### src/rslf_pkg.sv
`timescale 1ns / 1ps

package rslf_pkg;

  localparam int unsigned LEVEL_W   = 8;
  localparam int unsigned TIME_W    = 32;
  localparam int unsigned PIXEL_W   = 16;
  localparam int unsigned PHASE_W   = 16;
  localparam int unsigned CHANNELS  = 4;
  localparam int unsigned IN_DATA_W = 96;
  localparam int unsigned IN_USER_W = 2;
  localparam int unsigned OUT_W     = 64;
  localparam int unsigned CFG_IDX_W = 2;
  localparam int unsigned CFG_W     = 32;

  localparam int unsigned MAX_PIXELS_DEF = 64;

  localparam logic [TIME_W-1:0]  HOLD_RST   = 32'd1000;
  localparam logic [LEVEL_W-1:0] STEP_RST   = 8'd32;
  localparam logic [PIXEL_W-1:0] PIXELS_RST = 16'd1;

  // register indexes of the config port
  typedef enum logic [CFG_IDX_W-1:0] {
    CFG_HOLD   = 2'd0,
    CFG_STEP   = 2'd1,
    CFG_PIXELS = 2'd2
  } rslf_cfg_idx_t;

  // per-tick control shared by all channel slew units
  typedef struct packed {
    logic               snap;
    logic [LEVEL_W-1:0] step;
  } rslf_ctl_t;

endpackage

### src/rslf_slew.sv
`timescale 1ns / 1ps

module rslf_slew (
  input  logic [rslf_pkg::LEVEL_W-1:0] level,
  input  logic [rslf_pkg::LEVEL_W-1:0] target,
  input  rslf_pkg::rslf_ctl_t          ctl,
  output logic [rslf_pkg::LEVEL_W-1:0] level_nxt
);

  logic [rslf_pkg::LEVEL_W-1:0] base;
  logic [rslf_pkg::LEVEL_W-1:0] gap_up;
  logic [rslf_pkg::LEVEL_W-1:0] gap_dn;

  // hard cut snaps to the target before the slew step
  assign base   = ctl.snap ? target : level;
  assign gap_up = target - base;
  assign gap_dn = base - target;

  always_comb begin
    if (target > base) begin
      level_nxt = base + ((gap_up > ctl.step) ? ctl.step : gap_up);
    end else if (target < base) begin
      level_nxt = base - ((gap_dn > ctl.step) ? ctl.step : gap_dn);
    end else begin
      level_nxt = base;
    end
  end

endmodule

### src/rgbw_slew_limited_follower_top.sv
`timescale 1ns / 1ps
// input register, one pass of clamp-and-add logic, output register driving out_tdata
// throughput: one word per cycle unless out_tready stalls the output register
// in_tready only drops when both the input register and the output register are held by a stall
// reset (rst_n low, synchronous): pipeline emptied, channel levels and last receive time cleared,
// config registers back to hold 1000 ms, step 32, pixel count 1

module rgbw_slew_limited_follower_top #(
  parameter int unsigned MAX_PIXELS = rslf_pkg::MAX_PIXELS_DEF
) (
  input  logic                            clk,
  input  logic                            rst_n,
  // input words
  input  logic                            in_tvalid,
  output logic                            in_tready,
  // now_ms[31:0], rx_ms[63:32], red_in[71:64], green_in[79:72], blue_in[87:80],
  // white_in[95:88]
  input  logic [rslf_pkg::IN_DATA_W-1:0]  in_tdata,
  // frame_present[0], hard_cut[1]
  input  logic [rslf_pkg::IN_USER_W-1:0]  in_tuser,
  // result words
  output logic                            out_tvalid,
  input  logic                            out_tready,
  // red_out[7:0], green_out[15:8], blue_out[23:16], white_out[31:24],
  // peak_level[39:32], pixels_driven[47:40], phase_ms[63:48]
  output logic [rslf_pkg::OUT_W-1:0]      out_tdata,
  // config writes
  input  logic                            cfg_valid,
  output logic                            cfg_ready,
  input  logic [rslf_pkg::CFG_IDX_W-1:0]  cfg_index,
  input  logic [rslf_pkg::CFG_W-1:0]      cfg_data
);

  localparam int unsigned LW = rslf_pkg::LEVEL_W;
  localparam int unsigned TW = rslf_pkg::TIME_W;
  localparam int unsigned NC = rslf_pkg::CHANNELS;
  localparam logic [rslf_pkg::PIXEL_W-1:0] MaxPx = rslf_pkg::PIXEL_W'(MAX_PIXELS);

  // config registers
  logic [TW-1:0]                  hold_r;
  logic [LW-1:0]                  step_r;
  logic [rslf_pkg::PIXEL_W-1:0]   pixels_r;

  // input stage
  logic                           s1_vld_r;
  logic [TW-1:0]                  s1_now_r;
  logic [TW-1:0]                  s1_rx_r;
  logic [LW-1:0]                  s1_lvl_in_r [NC];
  logic                           s1_present_r;
  logic                           s1_cut_r;

  // kept state
  logic [LW-1:0]                  lvl_r [NC];
  logic [TW-1:0]                  last_rx_r;

  // output stage
  logic                           out_vld_r;
  logic [rslf_pkg::OUT_W-1:0]     out_data_r;

  logic                           in_fire;
  logic                           s1_fire;
  logic                           out_free;
  logic                           frame_ok;
  logic [TW-1:0]                  age;
  logic                           hold_on;
  logic [LW-1:0]                  target [NC];
  logic [LW-1:0]                  lvl_nxt [NC];
  logic [LW-1:0]                  peak_lo;
  logic [LW-1:0]                  peak_hi;
  logic [LW-1:0]                  peak;
  logic [LW-1:0]                  px;
  rslf_pkg::rslf_ctl_t            ctl;

  // handshakes: output register frees when empty or taken this cycle
  assign out_free  = !out_vld_r || out_tready;
  assign s1_fire   = s1_vld_r && out_free;
  assign in_tready = !s1_vld_r || out_free;
  assign in_fire   = in_tvalid && in_tready;
  assign cfg_ready = 1'b1;

  assign out_tvalid = out_vld_r;
  assign out_tdata  = out_data_r;

  // config writes, unknown indexes ignored
  always_ff @(posedge clk) begin
    if (!rst_n) begin
      hold_r   <= rslf_pkg::HOLD_RST;
      step_r   <= rslf_pkg::STEP_RST;
      pixels_r <= rslf_pkg::PIXELS_RST;
    end else if (cfg_valid && cfg_ready) begin
      case (rslf_pkg::rslf_cfg_idx_t'(cfg_index))
        rslf_pkg::CFG_HOLD:   hold_r   <= cfg_data;
        rslf_pkg::CFG_STEP:   step_r   <= cfg_data[LW-1:0];
        rslf_pkg::CFG_PIXELS: pixels_r <= cfg_data[rslf_pkg::PIXEL_W-1:0];
        default: ;
      endcase
    end
  end

  // input register
  always_ff @(posedge clk) begin
    if (!rst_n) begin
      s1_vld_r <= 1'b0;
    end else if (in_fire) begin
      s1_vld_r <= 1'b1;
    end else if (s1_fire) begin
      s1_vld_r <= 1'b0;
    end
  end

  always_ff @(posedge clk) begin
    if (in_fire) begin
      s1_now_r       <= in_tdata[31:0];
      s1_rx_r        <= in_tdata[63:32];
      s1_lvl_in_r[0] <= in_tdata[71:64];
      s1_lvl_in_r[1] <= in_tdata[79:72];
      s1_lvl_in_r[2] <= in_tdata[87:80];
      s1_lvl_in_r[3] <= in_tdata[95:88];
      s1_present_r   <= in_tuser[0];
      s1_cut_r       <= in_tuser[1];
    end
  end

  // a frame with a zero receive time counts as no frame
  assign frame_ok = s1_present_r && (s1_rx_r != '0);
  // frame age with 32-bit wrap; stale frames run at half level
  assign age      = s1_now_r - s1_rx_r;
  assign hold_on  = age > hold_r;

  assign ctl.snap = frame_ok && s1_cut_r && (s1_rx_r != last_rx_r);
  assign ctl.step = step_r;

  for (genvar c = 0; c < NC; c++) begin : g_ch
    assign target[c] = !frame_ok ? '0 :
                       hold_on   ? (s1_lvl_in_r[c] >> 1) : s1_lvl_in_r[c];

    rslf_slew u_slew (
      .level     (lvl_r[c]),
      .target    (target[c]),
      .ctl       (ctl),
      .level_nxt (lvl_nxt[c])
    );
  end

  // peak of the four slewed levels
  assign peak_lo = (lvl_nxt[1] > lvl_nxt[0]) ? lvl_nxt[1] : lvl_nxt[0];
  assign peak_hi = (lvl_nxt[3] > lvl_nxt[2]) ? lvl_nxt[3] : lvl_nxt[2];
  assign peak    = (peak_hi > peak_lo) ? peak_hi : peak_lo;

  // pixel count clamped to the fixture maximum
  assign px = (pixels_r > MaxPx) ? MaxPx[LW-1:0] : pixels_r[LW-1:0];

  // kept state moves once per tick
  always_ff @(posedge clk) begin
    if (!rst_n) begin
      for (int i = 0; i < NC; i++) begin
        lvl_r[i] <= '0;
      end
      last_rx_r <= '0;
    end else if (s1_fire) begin
      for (int i = 0; i < NC; i++) begin
        lvl_r[i] <= lvl_nxt[i];
      end
      if (frame_ok) begin
        last_rx_r <= s1_rx_r;
      end
    end
  end

  // output register
  always_ff @(posedge clk) begin
    if (!rst_n) begin
      out_vld_r <= 1'b0;
    end else if (s1_fire) begin
      out_vld_r <= 1'b1;
    end else if (out_tready) begin
      out_vld_r <= 1'b0;
    end
  end

  always_ff @(posedge clk) begin
    if (s1_fire) begin
      out_data_r <= {s1_now_r[rslf_pkg::PHASE_W-1:0], px, peak,
                     lvl_nxt[3], lvl_nxt[2], lvl_nxt[1], lvl_nxt[0]};
    end
  end

  // peak never below any channel of the same word
  a_peak: assert property (@(posedge clk) disable iff (!rst_n)
    out_vld_r |-> (out_data_r[39:32] >= out_data_r[7:0]) &&
                  (out_data_r[39:32] >= out_data_r[15:8]) &&
                  (out_data_r[39:32] >= out_data_r[23:16]) &&
                  (out_data_r[39:32] >= out_data_r[31:24]))
    else $error("peak below a channel");

  // reported pixel count stays within the fixture maximum
  a_px: assert property (@(posedge clk) disable iff (!rst_n)
    out_vld_r |-> ({8'd0, out_data_r[47:40]} <= MaxPx))
    else $error("pixel count above maximum");

  // a counted frame is remembered for edge detection
  a_edge: assert property (@(posedge clk) disable iff (!rst_n)
    s1_fire && frame_ok |=> last_rx_r == $past(s1_rx_r))
    else $error("receive time not tracked");

  // an empty input stage never blocks the input
  a_rdy: assert property (@(posedge clk) disable iff (!rst_n)
    !s1_vld_r |-> in_tready)
    else $error("input blocked while input stage empty");

  // a tick without a frame never raises channel 0
  a_fade: assert property (@(posedge clk) disable iff (!rst_n)
    s1_fire && !frame_ok |=> lvl_r[0] <= $past(lvl_r[0]))
    else $error("channel rose without a frame");

endmodule

### config.mk
export PLATFORM = sky130hd
export DESIGN_NAME = rgbw_slew_limited_follower_top
export DESIGN_NICKNAME = d
export VERILOG_FILES = /design/src/rslf_pkg.sv /design/src/rslf_slew.sv /design/src/rgbw_slew_limited_follower_top.sv
export SDC_FILE = /design/constraint.sdc
export NUM_CORES = 1
export LEC_CHECK = 0
export BUFFER_PORTS_ARGS = -buffer_cell sky130_fd_sc_hd__buf_2
export CORE_MARGIN = 5
export CORE_UTILIZATION = 44
export CTS_CLUSTER_SIZE = 25
export DETAILED_ROUTE_END_ITERATION = 10
export GPL_TIMING_DRIVEN = 0
export PLACE_DENSITY_LB_ADDON = 0.25
export REMOVE_ABC_BUFFERS = 1
export SYNTH_ARGS = -nofsm -noshare
export SYNTH_HDL_FRONTEND = slang
export SYNTH_SLANG_ARGS = --single-unit
### constraint.sdc
create_clock -name clk -period 39.7 [get_ports clk]
set_input_delay 3.97 -clock clk [delete_from_list [all_inputs] [get_ports clk]]
set_output_delay 3.97 -clock clk [all_outputs]
set_load 0.01 [all_outputs]
==> flow_summary.yaml <==
logic_synthesis:
  synth_warnings: 0
  async_reset_ff_share_pct: 0
  synth-seq-cells: 284
  ys_types: 96
  ys_top_cells_by_area: "edfxtp_1 27%, ha_1 15%, dfxtp_1 8.3%, nand2_1 4.8%, a21oi_1 4.1%"
  ys_seq_area_share_pct: 35.0
  avgSynthCellArea_sq_um: 9.10
  syn-cell-area_sq_um: 21800
  netlist.top_cell.by_area: "edfxtp_1"
  synth_cells: 2392
  synth_top_area_share_pct: 26.8
  ys.flop_type: "edfxtp_1"
  synth-edff-count: 194
sta:
  setup_viol: 0
  setup_tns_ns: 0
  whs_ns: 0.468
  post-route-period-util_pct: 42.7
  slew_headroom_pct: 7.80
  maxSlewViolCount: 0
  hold_viol: 0
  worstMarginPinSlew_ns: 1.38
  rsz0062_at_grt: "false"
  period_needed_ns: 16.95
  fmax_mhz: 59.0
  finClkSkew_ns: 0.0203
floorplanning:
  row_count: 81
  die_w_um: 232
  io_pins: 204
  die_h_um: 232
  dieArea_sq_um: 54000
  start_util_pct: 44.5
  core_area_sq_um: 49000
detailed_routing:
  ant_nets: 0
  wire_per_inst_um: 18.9
  vias_per_cell: 5.42
  drt-total-wl_um: 61600
  drtPass1Iterations: 5
  first_iter_violations: 1060
  routed-via-count: 17653
  drc: 0
global_routing:
  grt.overflow.total: 0
  grt_max_degree: 97
  grt_pass1_wl_um: 95500
  track_usage_pct: 22.2
  grt_pass1_vias: 17821
  antenna_found_initial: 5
cells_and_area:
  areaGrowthSynthToFinish_pct: 13.4
  drive_above_1_share_pct: 13.1
  layout.nets: 2983
  fin_area_sq_um: 24700
run_status:
  status: "finished clean"
placed_design:
  detailed_place.area_sq_um: 23600
  port_buffers: 202
  routabilityCongestion: 0.928
  dp_hpwl_um: 47900
setup_path:
  crit_buf_inv: 6
  cp_max_fo: 16
  endpoint_kind: "flip-flop"
  crit_family: "compound AO/OA/AOI/OAI gates"
  required_ns: 40.00
  criticalPathCategory: "flip-flop to flip-flop"
  arrival_ns: 17.25
  start_kind: "flip-flop"
  crit_slowest_cell: "nor4_1"
  max_stage_delay_ns: 0.58
cts:
  clkSinkCount: 284
  cts_resized: 0
  holdBufCountCts: 0
  path_clk_slew_ns: 0.06
  worstSkewPairLatency_ns: 0.56
  h-tree-depth: 2
  clock_path_buffers: 3
  cts_tree: "yes"
  root_buffer: "clkbuf_16"
  numCtsBuffers: 34
  cts_setup_buffers: 0
run:
  timing.max_cap.violations: 0
worst_hold_path:
  hp-class: "flip-flop to flip-flop"
## logic make-up (layout without fill, tap and decap cells)
kind of cell / Yosys count / in the layout / share of synthesized area, %
buffers and inverters: 304 / 502 / 5.36
flip-flops: 284 / 284 / 35.0
AND/OR/NAND/NOR: 701 / 701 / 15.2
adder cells (fa/ha/maj): 281 / 281 / 16.6
AO/OA/AOI/OAI: 594 / 594 / 18.0
XOR/XNOR: 150 / 150 / 6.11
other: 2 / 3 / 0.0345
multiplexers: 76 / 76 / 3.66
## cell usage after synthesis (22+ instances only)
cell type  instances
nand2_1          277
ha_1             268
inv_1            215
edfxtp_1         194
a21oi_1          178
nor2_1           152
o21ai_0          115
dfxtp_1           90
xnor2_1           87
a21boi_0          77
clkbuf_1          63
mux2i_1           61
xor2_1            61
a21o_1            59
nor2b_1           48
nand3_1           34
o21bai_1          30
nor3_1            29
nand4_1           27
nand2b_1          26
o21a_1            26
and3_1            25
nor4_1            22
## final cells by class
type | instances | area [sq um]
fill | 4536 | 24300
antenna | 1 | 2.50
sequential | 284 | 7630
multi-input combinational | 1804 | 13000
inverter | 221 | 833
clock buffer | 45 | 945
tap | 664 | 831
timing repair buffer | 220 | 1280
clock inverter | 16 | 131
## flip-flops by register name, indices dropped and copies added (netlist names), 8 cells and up
signal / cells
s1_now_r: 32
hold_r: 32
lvl_r: 32
step_r: 8
pixels_r: 16
s1_lvl_in_r: 32
last_rx_r: 32
s1_rx_r: 32
out_tdata: 64
## stage by stage
stage	utilization [%]	setup slack, ns	instances
after floorplan	-	24.31	2309
after CTS	50.4	22.29	3253
final	50.4	22.75	3255
after global placement	47.5	19.81	3175
after global routing	50.4	21.55	3254
after detailed placement	48.2	22.39	3192
## routing by layer
metal  share of wire (%)  vias to the layer above  wire (um)  track usage, %
li1                    -                     8743          -               -
met1                  44                     8320      27400            28.9
met2                  47                      462      28800            37.9
met3                 5.3                      120       3280            3.43
met4                 3.3                        8       2040            7.37
met5                0.11                        -         66               0
## tightest hold or removal path, delay by kind of cell, from the launching register on
family / cells / cell delay, ns
flip-flops: 1 / 0.31
AO/OA/AOI/OAI: 1 / 0.06
AND/OR/NAND/NOR: 1 / 0.05
## layout by cell type, fill, tap and decap left out, types with 7 or more instances in the layout
cell       count
nor2b_1       48
a21oi_1      178
mux2_2         9
o211ai_1      16
o21a_1        26
nand3_1       34
nand3b_1       9
or2_2          9
nand2b_1      26
edfxtp_1     194
nand4_1       27
a21o_1        59
mux2i_1       61
nor2_1       150
o21ai_0      113
xnor2_1       87
and3_1        25
nor4_1        22
a211oi_1       7
and2_1        15
clkinv_1       7
inv_1        214
a21boi_0      77
buf_2        202
o21bai_1      30
xor2_1        61
o21ai_1       11
fa_1          13
ha_1         268
clkbuf_16     36
clkbuf_1       8
dfxtp_1       90
nor3_1        29
nand2_1      276
## path summary, 6_finish.rpt
path	startpoint	endpoint	slack [ns]	depth (start not counted)
worst min-delay path	hold_r[26]	hold_r[26]	0.47	2
worst max-delay path	s1_rx_r[0]	out_tdata[37]	22.75	68
worst min register to register	hold_r[26]	hold_r[26]	0.47	2
worst max register to register	s1_rx_r[0]	out_tdata[37]	22.75	68
Power is not shown: default switching activity piles up to over one toggle a cycle in this logic, so the estimate is an artifact.
